[src/fust_pkg.sv]
// shared types and constants for the first unique symbol tracker
`timescale 1ns / 1ps

package fust_pkg;

    // width of one symbol code
    localparam int SYM_W = 5;

    // default number of distinct symbols (letters a to z)
    localparam int ALPHABET_SIZE_DEF = 26;

    // per-transfer control broadcast to every cell
    typedef struct packed {
        logic step;    // an input transfer happens this cycle
        logic clear;   // start of a new stream, wipe state first
        logic append;  // symbol joins the tail of the list
        logic remove;  // symbol leaves the list, later entries move up
    } ctl_t;

    // one result item
    typedef struct packed {
        logic             found;
        logic [SYM_W-1:0] first_symbol;
    } res_t;

endpackage

[src/first_unique_symbol_tracker_top.sv]
// first unique symbol tracker: reports the oldest symbol seen exactly once
//
// input channel s_axis_*: one symbol per transfer in tdata, tuser set starts a
// new stream and clears all history before that symbol is handled.
// output channel m_axis_*: one result per input transfer, in order; tuser is
// the found flag, tdata the oldest symbol seen exactly once (zero if none).
// symbols at or above ALPHABET_SIZE leave the state unchanged.
// throughput: one symbol per cycle while s_axis_tready is high; the list is a
// row of ALPHABET_SIZE cells that shift up by one on a removal and fill at the
// tail on an append, all in the cycle of the transfer.
// the result is registered in the output register, or in the skid stage while that is busy.
// a two-entry output buffer lets input continue while one result waits; with
// the receiver stalled, s_axis_tready drops after two results are held.
// reset clears the list, the repeated flags and the output buffer at once;
// the block is ready for input as soon as reset is released.
`timescale 1ns / 1ps

module first_unique_symbol_tracker_top
    import fust_pkg::*;
#(
    parameter int ALPHABET_SIZE = ALPHABET_SIZE_DEF
)
(
    input  logic       clk,
    input  logic       rst_n,
    input  logic       s_axis_tvalid,
    output logic       s_axis_tready,
    input  logic [7:0] s_axis_tdata,   // [4:0] symbol, [7:5] zero
    input  logic       s_axis_tuser,   // [0] start_req
    output logic       m_axis_tvalid,
    input  logic       m_axis_tready,
    output logic [7:0] m_axis_tdata,   // [4:0] first_symbol, [7:5] zero
    output logic       m_axis_tuser    // [0] found
);

    logic             in_fire;
    logic [SYM_W-1:0] symbol;
    logic             in_range;
    ctl_t             ctl;
    logic             rep_any;
    logic             in_list;
    logic             list_full;
    res_t             res;
    res_t             out_res;

    logic [ALPHABET_SIZE-1:0] rep_hit;
    logic [ALPHABET_SIZE-1:0] cell_valid;
    logic [ALPHABET_SIZE-1:0] cell_shift;
    logic [SYM_W-1:0]         cell_sym [ALPHABET_SIZE];

    assign in_fire   = s_axis_tvalid & s_axis_tready;
    assign symbol    = s_axis_tdata[SYM_W-1:0];
    assign in_range  = (int'(symbol) < ALPHABET_SIZE);

    // decide what this transfer does to the list
    assign rep_any   = |rep_hit;
    assign in_list   = cell_shift[ALPHABET_SIZE-1];
    assign list_full = cell_valid[ALPHABET_SIZE-1];

    assign ctl.step   = in_fire;
    assign ctl.clear  = s_axis_tuser;
    assign ctl.remove = in_range & ~rep_any & in_list;
    assign ctl.append = in_range & ~rep_any & ~in_list & ~list_full;

    // repeated flags, one cell per symbol code
    for (genvar k = 0; k < ALPHABET_SIZE; k++)
    begin : g_flag
        fust_flag_cell #(
            .INDEX (k)
        ) u_flag (
            .clk     (clk),
            .rst_n   (rst_n),
            .ctl     (ctl),
            .symbol  (symbol),
            .rep_hit (rep_hit[k])
        );
    end

    // ordered list, cell 0 is the oldest entry
    for (genvar i = 0; i < ALPHABET_SIZE; i++)
    begin : g_list
        logic             prev_valid;
        logic             prev_shift;
        logic             next_valid;
        logic [SYM_W-1:0] next_sym;

        if (i == 0)
        begin : g_head
            assign prev_valid = 1'b1;
            assign prev_shift = 1'b0;
        end
        else
        begin : g_body
            assign prev_valid = cell_valid[i-1];
            assign prev_shift = cell_shift[i-1];
        end

        if (i == ALPHABET_SIZE - 1)
        begin : g_tail
            assign next_valid = 1'b0;
            assign next_sym   = '0;
        end
        else
        begin : g_inner
            assign next_valid = cell_valid[i+1];
            assign next_sym   = cell_sym[i+1];
        end

        if (i == 0)
        begin : g_cell_head
            fust_list_cell u_cell (
                .clk        (clk),
                .rst_n      (rst_n),
                .ctl        (ctl),
                .symbol     (symbol),
                .prev_valid (prev_valid),
                .prev_shift (prev_shift),
                .next_valid (next_valid),
                .next_sym   (next_sym),
                .valid      (cell_valid[i]),
                .sym        (cell_sym[i]),
                .shift      (cell_shift[i]),
                .valid_next (res.found),
                .sym_next   (res.first_symbol)
            );
        end
        else
        begin : g_cell
            fust_list_cell u_cell (
                .clk        (clk),
                .rst_n      (rst_n),
                .ctl        (ctl),
                .symbol     (symbol),
                .prev_valid (prev_valid),
                .prev_shift (prev_shift),
                .next_valid (next_valid),
                .next_sym   (next_sym),
                .valid      (cell_valid[i]),
                .sym        (cell_sym[i]),
                .shift      (cell_shift[i]),
                .valid_next (),
                .sym_next   ()
            );
        end
    end

    // result buffer toward the output channel
    fust_out_buf u_out (
        .clk       (clk),
        .rst_n     (rst_n),
        .in_fire   (in_fire),
        .res       (res),
        .in_ready  (s_axis_tready),
        .out_valid (m_axis_tvalid),
        .out_ready (m_axis_tready),
        .out_res   (out_res)
    );

    // first_symbol reads as zero when nothing is found
    assign m_axis_tuser = out_res.found;
    assign m_axis_tdata = {{(8 - SYM_W){1'b0}},
                           out_res.first_symbol & {SYM_W{out_res.found}}};

endmodule

[src/fust_list_cell.sv]
// one entry of the arrival-ordered list of symbols seen exactly once
`timescale 1ns / 1ps

module fust_list_cell
    import fust_pkg::*;
(
    input  logic             clk,
    input  logic             rst_n,
    input  ctl_t             ctl,
    input  logic [SYM_W-1:0] symbol,
    input  logic             prev_valid,   // left neighbor holds an entry
    input  logic             prev_shift,   // removed entry lies left of this cell
    input  logic             next_valid,   // right neighbor holds an entry
    input  logic [SYM_W-1:0] next_sym,     // right neighbor's entry
    output logic             valid,        // entry present after a stream start
    output logic [SYM_W-1:0] sym,
    output logic             shift,        // removed entry lies at or left of here
    output logic             valid_next,
    output logic [SYM_W-1:0] sym_next
);

    logic             valid_reg;
    logic [SYM_W-1:0] sym_reg;
    logic             match;

    // current contents as seen by this transfer
    assign valid = valid_reg & ~ctl.clear;
    assign sym   = sym_reg;
    assign match = valid & (sym_reg == symbol);
    assign shift = prev_shift | match;

    // update: move up on removal, take the symbol at the tail on append
    always_comb
    begin
        valid_next = valid;
        sym_next   = sym_reg;
        if (ctl.remove && shift)
        begin
            valid_next = next_valid;
            sym_next   = next_sym;
        end
        else if (ctl.append && !valid && prev_valid)
        begin
            valid_next = 1'b1;
            sym_next   = symbol;
        end
    end

    // valid bit
    always_ff @(posedge clk or negedge rst_n)
    begin
        if (!rst_n)
        begin
            valid_reg <= 1'b0;
        end
        else if (ctl.step)
        begin
            valid_reg <= valid_next;
        end
    end

    // entry payload
    always_ff @(posedge clk)
    begin
        if (ctl.step)
        begin
            sym_reg <= sym_next;
        end
    end

endmodule

[src/fust_flag_cell.sv]
// repeated flag for one symbol code
`timescale 1ns / 1ps

module fust_flag_cell
    import fust_pkg::*;
#(
    parameter int INDEX = 0
)
(
    input  logic             clk,
    input  logic             rst_n,
    input  ctl_t             ctl,
    input  logic [SYM_W-1:0] symbol,
    output logic             rep_hit   // incoming symbol is this one and has repeated
);

    logic rep_reg;
    logic rep_cur;
    logic hit;

    assign hit     = (int'(symbol) == INDEX);
    assign rep_cur = rep_reg & ~ctl.clear;
    assign rep_hit = hit & rep_cur;

    // set on the second sighting, wiped at a stream start
    always_ff @(posedge clk or negedge rst_n)
    begin
        if (!rst_n)
        begin
            rep_reg <= 1'b0;
        end
        else if (ctl.step)
        begin
            rep_reg <= rep_cur | (hit & ctl.remove);
        end
    end

endmodule

[src/fust_out_buf.sv]
// two-entry output buffer: output register plus skid stage
`timescale 1ns / 1ps

module fust_out_buf
    import fust_pkg::*;
(
    input  logic clk,
    input  logic rst_n,
    input  logic in_fire,     // a result is produced this cycle
    input  res_t res,
    output logic in_ready,    // room for one more result
    output logic out_valid,
    input  logic out_ready,
    output res_t out_res
);

    logic out_valid_reg;
    logic skid_valid_reg;
    res_t out_res_reg;
    res_t skid_res_reg;
    logic out_free;

    assign in_ready  = ~skid_valid_reg;
    assign out_valid = out_valid_reg;
    assign out_res   = out_res_reg;
    assign out_free  = ~out_valid_reg | out_ready;

    // occupancy
    always_ff @(posedge clk or negedge rst_n)
    begin
        if (!rst_n)
        begin
            out_valid_reg  <= 1'b0;
            skid_valid_reg <= 1'b0;
        end
        else if (out_free)
        begin
            if (skid_valid_reg)
            begin
                out_valid_reg  <= 1'b1;
                skid_valid_reg <= in_fire;
            end
            else
            begin
                out_valid_reg <= in_fire;
            end
        end
        else if (in_fire)
        begin
            skid_valid_reg <= 1'b1;
        end
    end

    // payload
    always_ff @(posedge clk)
    begin
        if (out_free)
        begin
            if (skid_valid_reg)
            begin
                out_res_reg  <= skid_res_reg;
                skid_res_reg <= res;
            end
            else
            begin
                out_res_reg <= res;
            end
        end
        else if (in_fire)
        begin
            skid_res_reg <= res;
        end
    end

endmodule
[config.mk]
export PLATFORM = sky130hd
export DESIGN_NAME = first_unique_symbol_tracker_top
export DESIGN_NICKNAME = d
export VERILOG_FILES = /design/src/fust_pkg.sv /design/src/first_unique_symbol_tracker_top.sv /design/src/fust_list_cell.sv /design/src/fust_flag_cell.sv /design/src/fust_out_buf.sv
export SDC_FILE = /design/constraint.sdc
export NUM_CORES = 1
export LEC_CHECK = 0
export BUFFER_PORTS_ARGS = -buffer_cell sky130_fd_sc_hd__buf_2
export CAP_MARGIN = 20
export CORE_MARGIN = 4
export CORE_UTILIZATION = 35
export CTS_CLUSTER_DIAMETER = 200
export DETAILED_ROUTE_END_ITERATION = 7
export HOLD_SLACK_MARGIN = 0.06
export PLACE_DENSITY = 0.51
export SKIP_LAST_GASP = 1
export SLEW_MARGIN = 40
export SYNTH_ARGS = -nofsm -noshare
export SYNTH_HDL_FRONTEND = slang
export SYNTH_SLANG_ARGS = --single-unit
[constraint.sdc]
create_clock -name clk -period 3.5 [get_ports clk]
set_input_delay 0.7 -clock clk [delete_from_list [all_inputs] [get_ports clk]]
set_output_delay 0.7 -clock clk [all_outputs]
set_load 0.02 [all_outputs]
Word-level counts from Yosys, hierarchy flattened
Cells that the tools add are included. W data, S select, Z words.

Add/sub/neg operators: 0. $mul: 0. Divide/modulo/power cells: 0. $lt $le $gt $ge: 1. Eq/ne operators: 52. Shifts and indexed selects: 0. Mux-type cells: 111. Bitwise operators: 194. Reductions and logical operators: 157.

Operators by type and width (count): $mux W5 (51); $and A1 B1 Y1 (135); $eq A5 B5 Y1 (26); $eq A5 B5 Y1 const B (16); $logic_and A1 B1 Y1 (77); $mux W1 (56); $or A1 B1 Y1 (52); $reduce_and A2 Y1 (26); $reduce_bool A2 Y1 (26); $eq A5 B4 Y1 const B (6); $logic_not A1 Y1 (26); $reduce_or A26 Y1 (1); $mux W6 (4); $eq A5 B3 Y1 const B (2); $not A1 Y1 (6); $and A5 B5 Y5 (1); $eq A5 B2 Y1 const B (1); $logic_not A5 Y1 (1); $lt A5 B5 Y1 const B (1); $ne A2 B1 Y1 const B (1).

Register bits: 196. Bits in latches: 0. Bits in writable memories: 0. ROM bits: 0. Input port bits: 13. Output and inout port bits: 11. Word-level logic and storage cells: 599. Memories: 0.

Longest topological paths before layout
Gate-level depths: netlist (run 1).

Word-level depth: 36. Depth in mapped cells: 16. Gate-level depth less buffers: 9.

Hierarchy
Synthesis (run 1) repeated with hierarchy kept, for this count alone.

Cells, all modules: 1349. Area, all modules: 15061.9 um^2.

Modules (own cells, without submodules): fust_list_cell (times used 26, cells an instance 43, area an instance 475.5 um^2, seq. area each 175.2 um^2); fust_out_buf (times used 1, cells an instance 27, area an instance 538.0 um^2, seq. area each 410.4 um^2); fust_flag_cell (g_flag[11].u_flag ...) (times used 5, cells an instance 7, area an instance 92.6 um^2, seq. area each 25.0 um^2); fust_flag_cell (g_flag[13].u_flag ...) (times used 6, cells an instance 7, area an instance 71.3 um^2, seq. area each 25.0 um^2); fust_flag_cell (g_flag[10].u_flag ...) (times used 5, cells an instance 7, area an instance 73.8 um^2, seq. area each 25.0 um^2); fust_flag_cell (g_flag[17].u_flag ...) (times used 4, cells an instance 7, area an instance 77.6 um^2, seq. area each 25.0 um^2); fust_flag_cell (g_flag[16].u_flag ...) (times used 3, cells an instance 6, area an instance 70.1 um^2, seq. area each 25.0 um^2); first_unique_symbol_tracker_top (times used 1, cells an instance 26, area an instance 155.1 um^2, seq. area each 0.0 um^2); fust_flag_cell (g_flag[23].u_flag) (times used 1, cells an instance 7, area an instance 82.6 um^2, seq. area each 25.0 um^2); fust_flag_cell (g_flag[15].u_flag) (times used 1, cells an instance 7, area an instance 76.3 um^2, seq. area each 25.0 um^2); fust_flag_cell (g_flag[0].u_flag) (times used 1, cells an instance 6, area an instance 67.6 um^2, seq. area each 25.0 um^2).

Worst setup path before layout (run 1)
No wires, ideal clock.

Kind: input to register. From: input s_axis_tdata[0]. To: register g_list[4].g_cell.u_cell.sym_reg[0], enable pin. Library setup time: 351 ps. Arrival: 3029 ps. Data required time: 3149 ps. Setup slack: 119 ps. Cell stages on the path: 11. Path buffers: 3. Cell sequence: buf_4 > buf_4 > mux2_1 > a32o_1 > a32oi_1 > nand4_1 > or3_1 > nor3_4 > buf_2 > nand3_1 > a21oi_1.

Word-level cells in the longest chain between the ends: 34. Elaborated cells between the ends (all ways): 142. Classes of those cells: order compare: 1; eq/ne: 51; bitwise: 83; reduce/logical: 7.

RTL lines: start, declared (RTL line first_unique_symbol_tracker_top.sv:28) `input logic [7:0] s_axis_tdata,`; $eq A5 B5 Y1 (RTL line fust_list_cell.sv:29) `assign match = valid & (sym_reg == symbol);`; $and A1 B1 Y1 (RTL line fust_list_cell.sv:29); $or A1 B1 Y1 (25 in a row) (RTL line fust_list_cell.sv:30) `assign shift = prev_shift | match;`; $not A1 Y1 (RTL line first_unique_symbol_tracker_top.sv:63) `assign ctl.append = in_range & ~rep_any & ~in_list & ~list_full;`; $and A1 B1 Y1 (2 in a row) (RTL line first_unique_symbol_tracker_top.sv:63); $logic_and A1 B1 Y1 (2 in a row) (RTL line fust_list_cell.sv:42) `else if (ctl.append && !valid && prev_valid)`; $reduce_bool A2 Y1 (no line) (*); $reduce_and A2 Y1 (no line) (*); end signal, assigned (RTL line fust_list_cell.sv:67) `sym_reg <= sym_next;`; end, declared (RTL line fust_list_cell.sv:23) `logic [SYM_W-1:0] sym_reg;`.

Mark *: on every way between the ends. The rest lies on a longest branch, timed or not. A chain may end at the register's enable or synchronous reset.

Final worst setup path (run 1)
From: input s_axis_tdata[2]. To: register g_list[21].g_cell.u_cell.sym_reg[0], enable pin.

Word-level cells in the longest chain between the ends: 34. Elaborated cells between the ends (all ways): 142. Classes of those cells: order compare: 1; eq/ne: 51; bitwise: 83; reduce/logical: 7.

RTL lines (RTL line): $eq A5 B5 Y1 (fust_list_cell.sv:29); $and A1 B1 Y1 (fust_list_cell.sv:29); $or A1 B1 Y1 (25 in a row) (fust_list_cell.sv:30); $not A1 Y1 (first_unique_symbol_tracker_top.sv:63); $and A1 B1 Y1 (2 in a row) (first_unique_symbol_tracker_top.sv:63); $logic_and A1 B1 Y1 (2 in a row) (fust_list_cell.sv:42); $reduce_bool A2 Y1 (no line) (*); $reduce_and A2 Y1 (no line) (*); end signal, assigned (fust_list_cell.sv:67); end, declared (fust_list_cell.sv:23).

Marks and branches as above.

==> results of run 1 <==
## logic make-up after synthesis
kind of cell	after synthesis	share of synthesized area
simple gates	283	0.141
flops	196	0.488
compound gates	179	0.114
xor+xnor	130	0.0996
mux	109	0.105
buf+inv	106	0.0521
other cells	1	0.000326
## synth_stat cells (15+ instances only)
| cell type | count | share of area |
|---|---|---|
| mux2i_1 | 20 | 0.017 |
| buf_6 | 15 | 0.015 |
| xor2_1 | 43 | 0.033 |
| mux2_2 | 68 | 0.067 |
| o21ai_0 | 45 | 0.020 |
| mux2_1 | 20 | 0.020 |
| clkbuf_1 | 30 | 0.0098 |
| dfrtp_1 | 54 | 0.12 |
| nand4_1 | 24 | 0.013 |
| nor2_1 | 40 | 0.013 |
| buf_2 | 20 | 0.0087 |
| a21oi_1 | 28 | 0.012 |
| inv_1 | 23 | 0.0075 |
| nand2_1 | 77 | 0.025 |
| nor3_1 | 26 | 0.011 |
| a22o_1 | 18 | 0.014 |
| xnor2_1 | 86 | 0.065 |
| edfxtp_1 | 142 | 0.37 |
## routing by layer
| metal | track usage | wire length (um) | vias up |
|---|---|---|---|
| li1 | - | - | 3907 |
| met1 | 0.218 | 13400 | 3930 |
| met2 | 0.253 | 12600 | 101 |
| met3 | 0.0275 | 781 | 17 |
| met4 | 0.0323 | 250 | 0 |
| met5 | 0 | 0 | - |
## metrics by stage
stage / setup WS [ps] / instances / power [W] / hold slack, ps / TNS, ps
floorplan: 119 / 1006 / 0.00416 / 404 / 0
global placement: -266 / 1534 / 0.00470 / 475 / -35570
detailed placement: -246 / 1534 / 0.00473 / 487 / -34570
CTS: 193 / 1566 / 0.00677 / 421 / 0
global route: 89.5 / 1566 / 0.00706 / 342 / 0
finish: 209 / 1566 / 0.00670 / 300 / 0
## where the power goes
part           leakage (nW)  switching [W]  internal (W)
combinational          2.64       0.000867      0.000750
clock                 0.296        0.00102       0.00100
sequential             2.00       0.000250       0.00280
## worst paths after layout
kind | to | slack [ps]
hold / removal | g_flag[4].u_flag.rep_reg | 300
setup reg to reg | g_list[21].g_cell.u_cell.sym[0] | 470
max in group asynchronous | g_list[20].g_cell.u_cell.valid_reg | 2810
min in group clk | u_out.out_valid | 500
hold reg to reg | g_flag[18].u_flag.rep_reg | 500
setup / recovery | g_list[21].g_cell.u_cell.sym[0] | 210
## cell type report
type                       count  area, um^2
fill                        3100       18900
sequential                   196        5620
multi-input combinational    704        5310
timing repair buffer         166        1410
tap                          442         553
clock buffer                  18         450
clock inverter                14         153
inverter                      26        97.6
==> flow_summary.html, run 1 <==
<table>
<tr><th>Metric</th><th>Value</th></tr>
<tr><th colspan="2">Clock network</th></tr>
<tr><td>TritonCTS buffer count</td><td>17</td></tr>
<tr><td>Clock Tree Buf Depth</td><td>2</td></tr>
<tr><td># resized after CTS</td><td>0</td></tr>
<tr><td>Clock tree from TritonCTS</td><td>done</td></tr>
<tr><td>Count of hold buffers inserted by post-cts repair</td><td>0</td></tr>
<tr><td>Skew-Pair Late Insertion Delay</td><td>450 ps</td></tr>
<tr><td>H-tree Lvls</td><td>4</td></tr>
<tr><td>Clock root cell</td><td>clkbuf_16</td></tr>
<tr><td>Register clock-pin slew on the reported worst setup and hold paths</td><td>80 ps</td></tr>
<tr><td>Clock Sink Count</td><td>196</td></tr>
<tr><td>Post-CTS Setup Inserts</td><td>0</td></tr>
<tr><th colspan="2">Placement</th></tr>
<tr><td>Gp weighted congestion</td><td>0.769</td></tr>
<tr><td>I/O Buffers</td><td>17</td></tr>
<tr><td>Detailed Place HPWL</td><td>19.1 mm</td></tr>
<tr><td>Placed standard-cell area</td><td>0.0130 mm^2</td></tr>
<tr><th colspan="2">STA</th></tr>
<tr><td>Clock period minus worst slack</td><td>3290 ps</td></tr>
<tr><td>Max-slew violation total from the final report</td><td>0</td></tr>
<tr><td>Final clock period utilization by the worst path</td><td>0.940</td></tr>
<tr><td>Setup repair after global routing missed its margin</td><td>false</td></tr>
<tr><td>Setup-failing EPs final</td><td>0</td></tr>
<tr><td>Final Hold Viols</td><td>0</td></tr>
<tr><td>Max frequency</td><td>304 MHz</td></tr>
<tr><td>Max_slew headroom</td><td>0.480</td></tr>
<tr><td>Worst Max-Slew Pin Slew</td><td>780 ps</td></tr>
<tr><td>Setup skew after layout</td><td>15.7 ps</td></tr>
<tr><th colspan="2">Critical path</th></tr>
<tr><td>Delay contributed by the slowest stage of the critical path</td><td>410 ps</td></tr>
<tr><td>Critical path data arrival time</td><td>3460 ps</td></tr>
<tr><td>Launch instance of the worst register-to-register path</td><td>g_flag[6].u_flag.rep_reg</td></tr>
<tr><td>Crit-path slowest cell</td><td>or3_1</td></tr>
<tr><td>Required time at the worst-slack endpoint</td><td>3670 ps</td></tr>
<tr><td>Critical path type</td><td>in -&gt; reg</td></tr>
<tr><td>Worst Setup Start Kind</td><td>primary input</td></tr>
<tr><td>Critical path, cell by cell</td><td>buf_2 -&gt; buf_12 -&gt; buf_12 -&gt; o211ai_1 -&gt; o41ai_1 -&gt; nor4_1 -&gt; nand4_1 -&gt; or3_1 -&gt; nor3_4 -&gt; buf_4 -&gt; nand3b_1 -&gt; a21oi_1 -&gt; buf_4</td></tr>
<tr><td>Highest net fanout along the worst path</td><td>26</td></tr>
<tr><td>R2r worst-path depth</td><td>10</td></tr>
<tr><td>Top delay family on crit path</td><td>simple AND/OR/NAND/NOR gates</td></tr>
<tr><td>CP Depth</td><td>13</td></tr>
<tr><td>CP endpoint kind</td><td>flop</td></tr>
<tr><td>Startpoint of the worst setup timing path</td><td>s_axis_tdata[2]</td></tr>
<tr><td>Sum of buffers and inverters on the critical path</td><td>5</td></tr>
<tr><th colspan="2">Logic synthesis</th></tr>
<tr><td>Total standard cell area after synthesis</td><td>0.0115 mm^2</td></tr>
<tr><td>Cell count after synthesis</td><td>1004</td></tr>
<tr><td>Share of flip-flops with an asynchronous set or reset</td><td>0.276</td></tr>
<tr><td>Warnings from Yosys</td><td>0</td></tr>
<tr><td>Distinct cell type count after synthesis</td><td>84</td></tr>
<tr><td>Average cell area after synthesis</td><td>11.5 um^2</td></tr>
<tr><td>Number of storage elements in the synthesis netlist</td><td>196</td></tr>
<tr><td>Dominant synthesized flop cell</td><td>edfxtp_1</td></tr>
<tr><td>EDFF count, synth</td><td>142</td></tr>
<tr><td>Portion of the post-synthesis area used by sequential elements</td><td>0.488</td></tr>
<tr><th colspan="2">Floorplanning</th></tr>
<tr><td>Number of rows created at floorplan</td><td>66</td></tr>
<tr><td>Chip Height</td><td>189 um</td></tr>
<tr><td>Area of the core</td><td>0.0325 mm^2</td></tr>
<tr><td>DIE WIDTH</td><td>189 um</td></tr>
<tr><td>Top-level I/O count</td><td>24</td></tr>
<tr><td>Full die area</td><td>0.0358 mm^2</td></tr>
<tr><td>Starting utilization of the core area</td><td>0.355</td></tr>
<tr><th colspan="2">Layout</th></tr>
<tr><td>Number of flip-flops in the largest register</td><td>125</td></tr>
<tr><td>Post-layout util</td><td>0.419</td></tr>
<tr><td>Final layout net count</td><td>1124</td></tr>
<tr><td>Area growth from synthesis to final layout</td><td>18.1%</td></tr>
<tr><td>Leading cell types in the layout, fill and taps excluded</td><td>edfxtp_1 (142), buf_4 (132), xnor2_1 (86)</td></tr>
<tr><td>Most common library cell in the layout ignoring fill and taps</td><td>edfxtp_1</td></tr>
<tr><td>Antenna cells</td><td>0</td></tr>
<tr><td>Share of final-layout standard cells stronger than drive strength 1</td><td>0.277</td></tr>
<tr><td>Post-route cell area</td><td>0.0136 mm^2</td></tr>
<tr><th colspan="2">Route</th></tr>
<tr><td>Avg WL per Cell</td><td>17.3 um</td></tr>
<tr><td>DRC violation total after the first TritonRoute iteration</td><td>435</td></tr>
<tr><td>DRC Markers</td><td>0</td></tr>
<tr><td>Total wire length after detailed routing</td><td>27.0 mm</td></tr>
<tr><td>Total number of vias</td><td>7955</td></tr>
<tr><td>Number of antenna-violating nets in the routed design</td><td>0</td></tr>
<tr><td>Number of iterations in the first detailed-routing pass</td><td>7</td></tr>
<tr><td>Via density</td><td>5.08</td></tr>
<tr><th colspan="2">Global route</th></tr>
<tr><td>Vias in the first global route</td><td>8218</td></tr>
<tr><td>Wire length of the first global-routing pass</td><td>45.0 mm</td></tr>
<tr><td>Initial antenna violation count</td><td>0</td></tr>
<tr><td>Largest net degree at the start of global routing</td><td>69</td></tr>
<tr><td>GRT Util Overall</td><td>0.155</td></tr>
<tr><td>Grt total ovfl</td><td>0</td></tr>
<tr><th colspan="2">Run</th></tr>
<tr><td>Max capacitance violation total</td><td>0</td></tr>
<tr><th colspan="2">Power</th></tr>
<tr><td>Worst IR Drop VDD</td><td>395 uV</td></tr>
<tr><td>Leakage</td><td>4.94 nW</td></tr>
<tr><td>Power density over the cells</td><td>493 mW/mm^2</td></tr>
<tr><th colspan="2">Worst hold path</th></tr>
<tr><td>Type of the most critical hold path</td><td>in -&gt; async</td></tr>
<tr><th colspan="2">Status</th></tr>
<tr><td>Outcome</td><td>completed</td></tr>
</table>
Note: power is estimated with default switching activity, not from simulation.
==> run 2: changes to the inputs <==
--- a/config.mk
+++ b/config.mk
@@ -5,6 +5,7 @@
 export SDC_FILE = /design/constraint.sdc
 export NUM_CORES = 1
 export LEC_CHECK = 0
+export ABC_AREA = 1
 export BUFFER_PORTS_ARGS = -buffer_cell sky130_fd_sc_hd__buf_2
 export CAP_MARGIN = 20
 export CORE_MARGIN = 4
==> flow_summary.html, run 2 <==
<table>
<tr><th>Metric</th><th>Value</th></tr>
<tr><th colspan="2">STA</th></tr>
<tr><td>Final clock period utilization by the worst path</td><td>1.04</td></tr>
<tr><td>Max_slew headroom</td><td>0.561</td></tr>
<tr><td>Final worst setup slack</td><td>-123 ps</td></tr>
<tr><td>Final Hold Viols</td><td>0</td></tr>
<tr><td>Clock period minus worst slack</td><td>3620 ps</td></tr>
<tr><td>Setup repair after global routing missed its margin</td><td>true</td></tr>
<tr><td>Hold slack final</td><td>209 ps</td></tr>
<tr><td>Max frequency</td><td>276 MHz</td></tr>
<tr><td>Worst Max-Slew Pin Slew</td><td>655 ps</td></tr>
<tr><td>Max-slew violation total from the final report</td><td>0</td></tr>
<tr><td>Setup-failing EPs final</td><td>140</td></tr>
<tr><td>Setup skew after layout</td><td>14.7 ps</td></tr>
<tr><th colspan="2">Route</th></tr>
<tr><td>DRC Markers</td><td>0</td></tr>
<tr><td>Total wire length after detailed routing</td><td>35.2 mm</td></tr>
<tr><td>DRC violation total after the first TritonRoute iteration</td><td>689</td></tr>
<tr><td>Via density</td><td>5.08</td></tr>
<tr><td>Avg WL per Cell</td><td>16.8 um</td></tr>
<tr><td>Number of antenna-violating nets in the routed design</td><td>0</td></tr>
<tr><td>Number of iterations in the first detailed-routing pass</td><td>6</td></tr>
<tr><td>Total number of vias</td><td>10675</td></tr>
<tr><th colspan="2">Logic synthesis</th></tr>
<tr><td>Number of storage elements in the synthesis netlist</td><td>196</td></tr>
<tr><td>EDFF count, synth</td><td>142</td></tr>
<tr><td>Total standard cell area after synthesis</td><td>0.0114 mm^2</td></tr>
<tr><td>Portion of the post-synthesis area used by sequential elements</td><td>0.495</td></tr>
<tr><td>Warnings from Yosys</td><td>0</td></tr>
<tr><td>Distinct cell type count after synthesis</td><td>42</td></tr>
<tr><td>Dominant synthesized flop cell</td><td>edfxtp_1</td></tr>
<tr><td>Most frequent cells after synthesis</td><td>nand2_1 (295), inv_1 (183), nor2_1 (161)</td></tr>
<tr><td>Largest area contributor in the synthesized netlist</td><td>edfxtp_1</td></tr>
<tr><td>Share of flip-flops with an asynchronous set or reset</td><td>0.276</td></tr>
<tr><td>Average cell area after synthesis</td><td>7.98 um^2</td></tr>
<tr><td>Cell types with the largest area share after synthesis</td><td>edfxtp_1 (38%), dfrtp_1 (12%), nand2_1 (9.8%)</td></tr>
<tr><td>Cell count after synthesis</td><td>1422</td></tr>
<tr><td>Most frequent cell after synthesis</td><td>nand2_1</td></tr>
<tr><td>Top cell type's share of synthesized area</td><td>0.376</td></tr>
<tr><th colspan="2">Clock network</th></tr>
<tr><td>Register clock-pin slew on the reported worst setup and hold paths</td><td>70 ps</td></tr>
<tr><td>Skew-Pair Late Insertion Delay</td><td>450 ps</td></tr>
<tr><td>Clock Sink Count</td><td>196</td></tr>
<tr><td>H-tree Lvls</td><td>4</td></tr>
<tr><td>Clock tree from TritonCTS</td><td>done</td></tr>
<tr><td>TritonCTS buffer count</td><td>17</td></tr>
<tr><td>Clock root cell</td><td>clkbuf_16</td></tr>
<tr><td>Clock Tree Buf Depth</td><td>2</td></tr>
<tr><th colspan="2">Placement</th></tr>
<tr><td>Gp weighted congestion</td><td>0.831</td></tr>
<tr><td>I/O Buffers</td><td>17</td></tr>
<tr><td>Detailed Place HPWL</td><td>22.9 mm</td></tr>
<tr><td>Placement Setup Slack</td><td>-803 ps</td></tr>
<tr><th colspan="2">Power</th></tr>
<tr><td>Net switching share of the total power</td><td>0.307</td></tr>
<tr><td>Worst IR Drop VDD</td><td>386 uV</td></tr>
<tr><td>Leakage</td><td>6.87 nW</td></tr>
<tr><td>Power density over the cells</td><td>399 mW/mm^2</td></tr>
<tr><td>Gate power share</td><td>0.271</td></tr>
<tr><td>Internal Power</td><td>0.00453 W</td></tr>
<tr><td>Reported net switching power</td><td>0.00200 W</td></tr>
<tr><td>Fraction of power consumed by sequential logic</td><td>0.420</td></tr>
<tr><td>Part of the power in the clock network</td><td>0.309</td></tr>
<tr><th colspan="2">Status</th></tr>
<tr><td>Violations in the final reports</td><td>negative setup slack</td></tr>
<tr><td>Outcome</td><td>finished with violations</td></tr>
<tr><th colspan="2">Critical path</th></tr>
<tr><td>Highest net fanout along the worst path</td><td>18</td></tr>
<tr><td>Critical path data arrival time</td><td>3840 ps</td></tr>
<tr><td>Required time at the worst-slack endpoint</td><td>3710 ps</td></tr>
<tr><td>Critical path type</td><td>in -&gt; reg</td></tr>
<tr><td>CP endpoint kind</td><td>flop</td></tr>
<tr><td>Worst Setup Start Kind</td><td>primary input</td></tr>
<tr><td>R2r worst-path depth</td><td>26</td></tr>
<tr><th colspan="2">Global route</th></tr>
<tr><td>GRT Util Overall</td><td>0.188</td></tr>
<tr><td>Largest net degree at the start of global routing</td><td>51</td></tr>
<tr><td>Wire length of the first global-routing pass</td><td>53.7 mm</td></tr>
<tr><td>Vias in the first global route</td><td>10097</td></tr>
<tr><td>Grt total ovfl</td><td>0</td></tr>
<tr><td>Initial antenna violation count</td><td>0</td></tr>
<tr><th colspan="2">Floorplanning</th></tr>
<tr><td>Starting utilization of the core area</td><td>0.357</td></tr>
<tr><td>Area of the core</td><td>0.0318 mm^2</td></tr>
<tr><td>DIE WIDTH</td><td>188 um</td></tr>
<tr><td>Top-level I/O count</td><td>24</td></tr>
<tr><td>Number of rows created at floorplan</td><td>65</td></tr>
<tr><td>Full die area</td><td>0.0354 mm^2</td></tr>
<tr><td>Chip Height</td><td>188 um</td></tr>
<tr><th colspan="2">Layout</th></tr>
<tr><td>Final layout net count</td><td>1666</td></tr>
<tr><td>Share of final-layout standard cells stronger than drive strength 1</td><td>0.332</td></tr>
<tr><td>Leading cell types in the layout, fill and taps excluded</td><td>nand2_1 (260), buf_4 (205), inv_1 (181)</td></tr>
<tr><td>Post-layout util</td><td>0.515</td></tr>
<tr><td>Antenna cells</td><td>0</td></tr>
<tr><td>Most common library cell in the layout ignoring fill and taps</td><td>nand2_1</td></tr>
<tr><td>Number of flip-flops in the largest register</td><td>125</td></tr>
<tr><td>Area growth from synthesis to final layout</td><td>44.2%</td></tr>
<tr><td>Final-layout fill cell count</td><td>2902</td></tr>
<tr><th colspan="2">Run</th></tr>
<tr><td>Max capacitance violation total</td><td>0</td></tr>
<tr><th colspan="2">Worst hold path</th></tr>
<tr><td>Type of the most critical hold path</td><td>in -&gt; async</td></tr>
</table>
-- run 2: changes by cell type after synthesis, moves of 20 or more --
cell and change:
a21oi_1 +41, a221oi_1 +24, inv_1 +160, mux2_1 -20
mux2_2 -68, mux2i_1 -20, nand2_1 +218, nand3_1 +48
nor2_1 +121, o21ai_0 +87, o21ai_1 +54, o22ai_1 +35
xnor2_1 -81, xor2_1 -36
-- run 2: routing by layer --
layer | vias up | global-route usage | wire [um]
met2 | 213 | 0.303 | 16900
li1 | 5261 | - | -
met5 | - | 0 | 0
met1 | 5172 | 0.267 | 16400
met3 | 29 | 0.0309 | 1500
met4 | 0 | 0.0392 | 368
-- run 2: timing repair --
action                                  4_1_cts  5_1_grt
endpoints found under the setup margin      278      287
gates cloned                                  2       19
buffers inserted                             27       23
gates resized for setup                      48      279
hold buffers                                  0        0
pin swaps                                    14       57
-- run 2: kinds of logic (layout without fill, tap and decap cells) --
family	count (synthesis)	in the layout	share of synthesized area
AO/OA/AOI/OAI	355	355	0.179
XOR/XNOR	12	12	0.00926
buffers and inverters	283	523	0.102
flip-flops	196	196	0.495
other	1	3	0.000330
AND/OR/NAND/NOR	575	577	0.214
-- run 2: path summary, 6_finish.rpt --
path / start / end / slack [ps]
hold reg to reg: g_list[12].g_cell.u_cell.valid_reg / g_list[12].g_cell.u_cell.valid_reg / 480
setup / recovery: s_axis_tdata[1] / u_out.skid_res_reg[3] / -120
max in group asynchronous: rst_n / g_list[22].g_cell.u_cell.valid_reg / 2740
min in group clk: g_list[12].g_cell.u_cell.valid_reg / g_list[12].g_cell.u_cell.valid_reg / 480
setup reg to reg: g_list[0].g_cell_head.u_cell.sym[4] / u_out.skid_res_reg[3] / -40
hold / removal: rst_n / g_flag[16].u_flag.rep_reg / 210
-- run 2: power by group through the flow --
stage / clock [W] / combinational [W] / sequential, W
after global placement: 0 / 0.00125 / 0.00279
after detailed placement: 0 / 0.00126 / 0.00279
after CTS: 0.00207 / 0.00141 / 0.00274
after global routing: 0.00218 / 0.00192 / 0.00276
after floorplan: 0 / 0.000781 / 0.00277
final: 0.00202 / 0.00177 / 0.00274
-- run 2: metrics by stage --
| step | setup TNS, ps | total power [W] | instances | instance area [um^2] |
|---|---|---|---|---|
| 6_report | -6230 | 0.00653 | 2101 | 16400 |
| 5_1_grt | -57170 | 0.00685 | 2101 | 16400 |
| 4_1_cts | -3030 | 0.00622 | 2062 | 14800 |
| 3_5_place_dp | -198030 | 0.00405 | 2001 | 13700 |
| 3_3_place_gp | -186150 | 0.00404 | 2001 | 13700 |
| 2_1_floorplan | -10290 | 0.00355 | 1424 | 11800 |
-- run 2: cell type report --
class / count / area (um^2) / area share
Inverter: 194 / 791 / 0.0483
Multi-Input combinational cell: 947 / 5850 / 0.357
Tap cell: 435 / 544 / 0.0333
Timing Repair Buffer: 297 / 2970 / 0.182
Clock buffer: 22 / 518 / 0.0316
Sequential cell: 196 / 5620 / 0.343
Clock inverter: 10 / 77.6 / 0.00474
-- run 2: worst max-delay path, stage by stage --
cell and delay [ps]:
buf_4 170, clkinv_8 70, buf_4 230, buf_12 220, nor2_1 60, inv_1 70
buf_4 110, buf_4 90, nor2_1 60, a221oi_1 390, nand4_1 200, a21oi_1 170
buf_4 190, nand2_1 110, nor2_4 150, buf_6 120, buf_6 100, buf_16 130
buf_8 110, nand3_2 70, nand3_2 80, nand2_2 50, buf_4 130
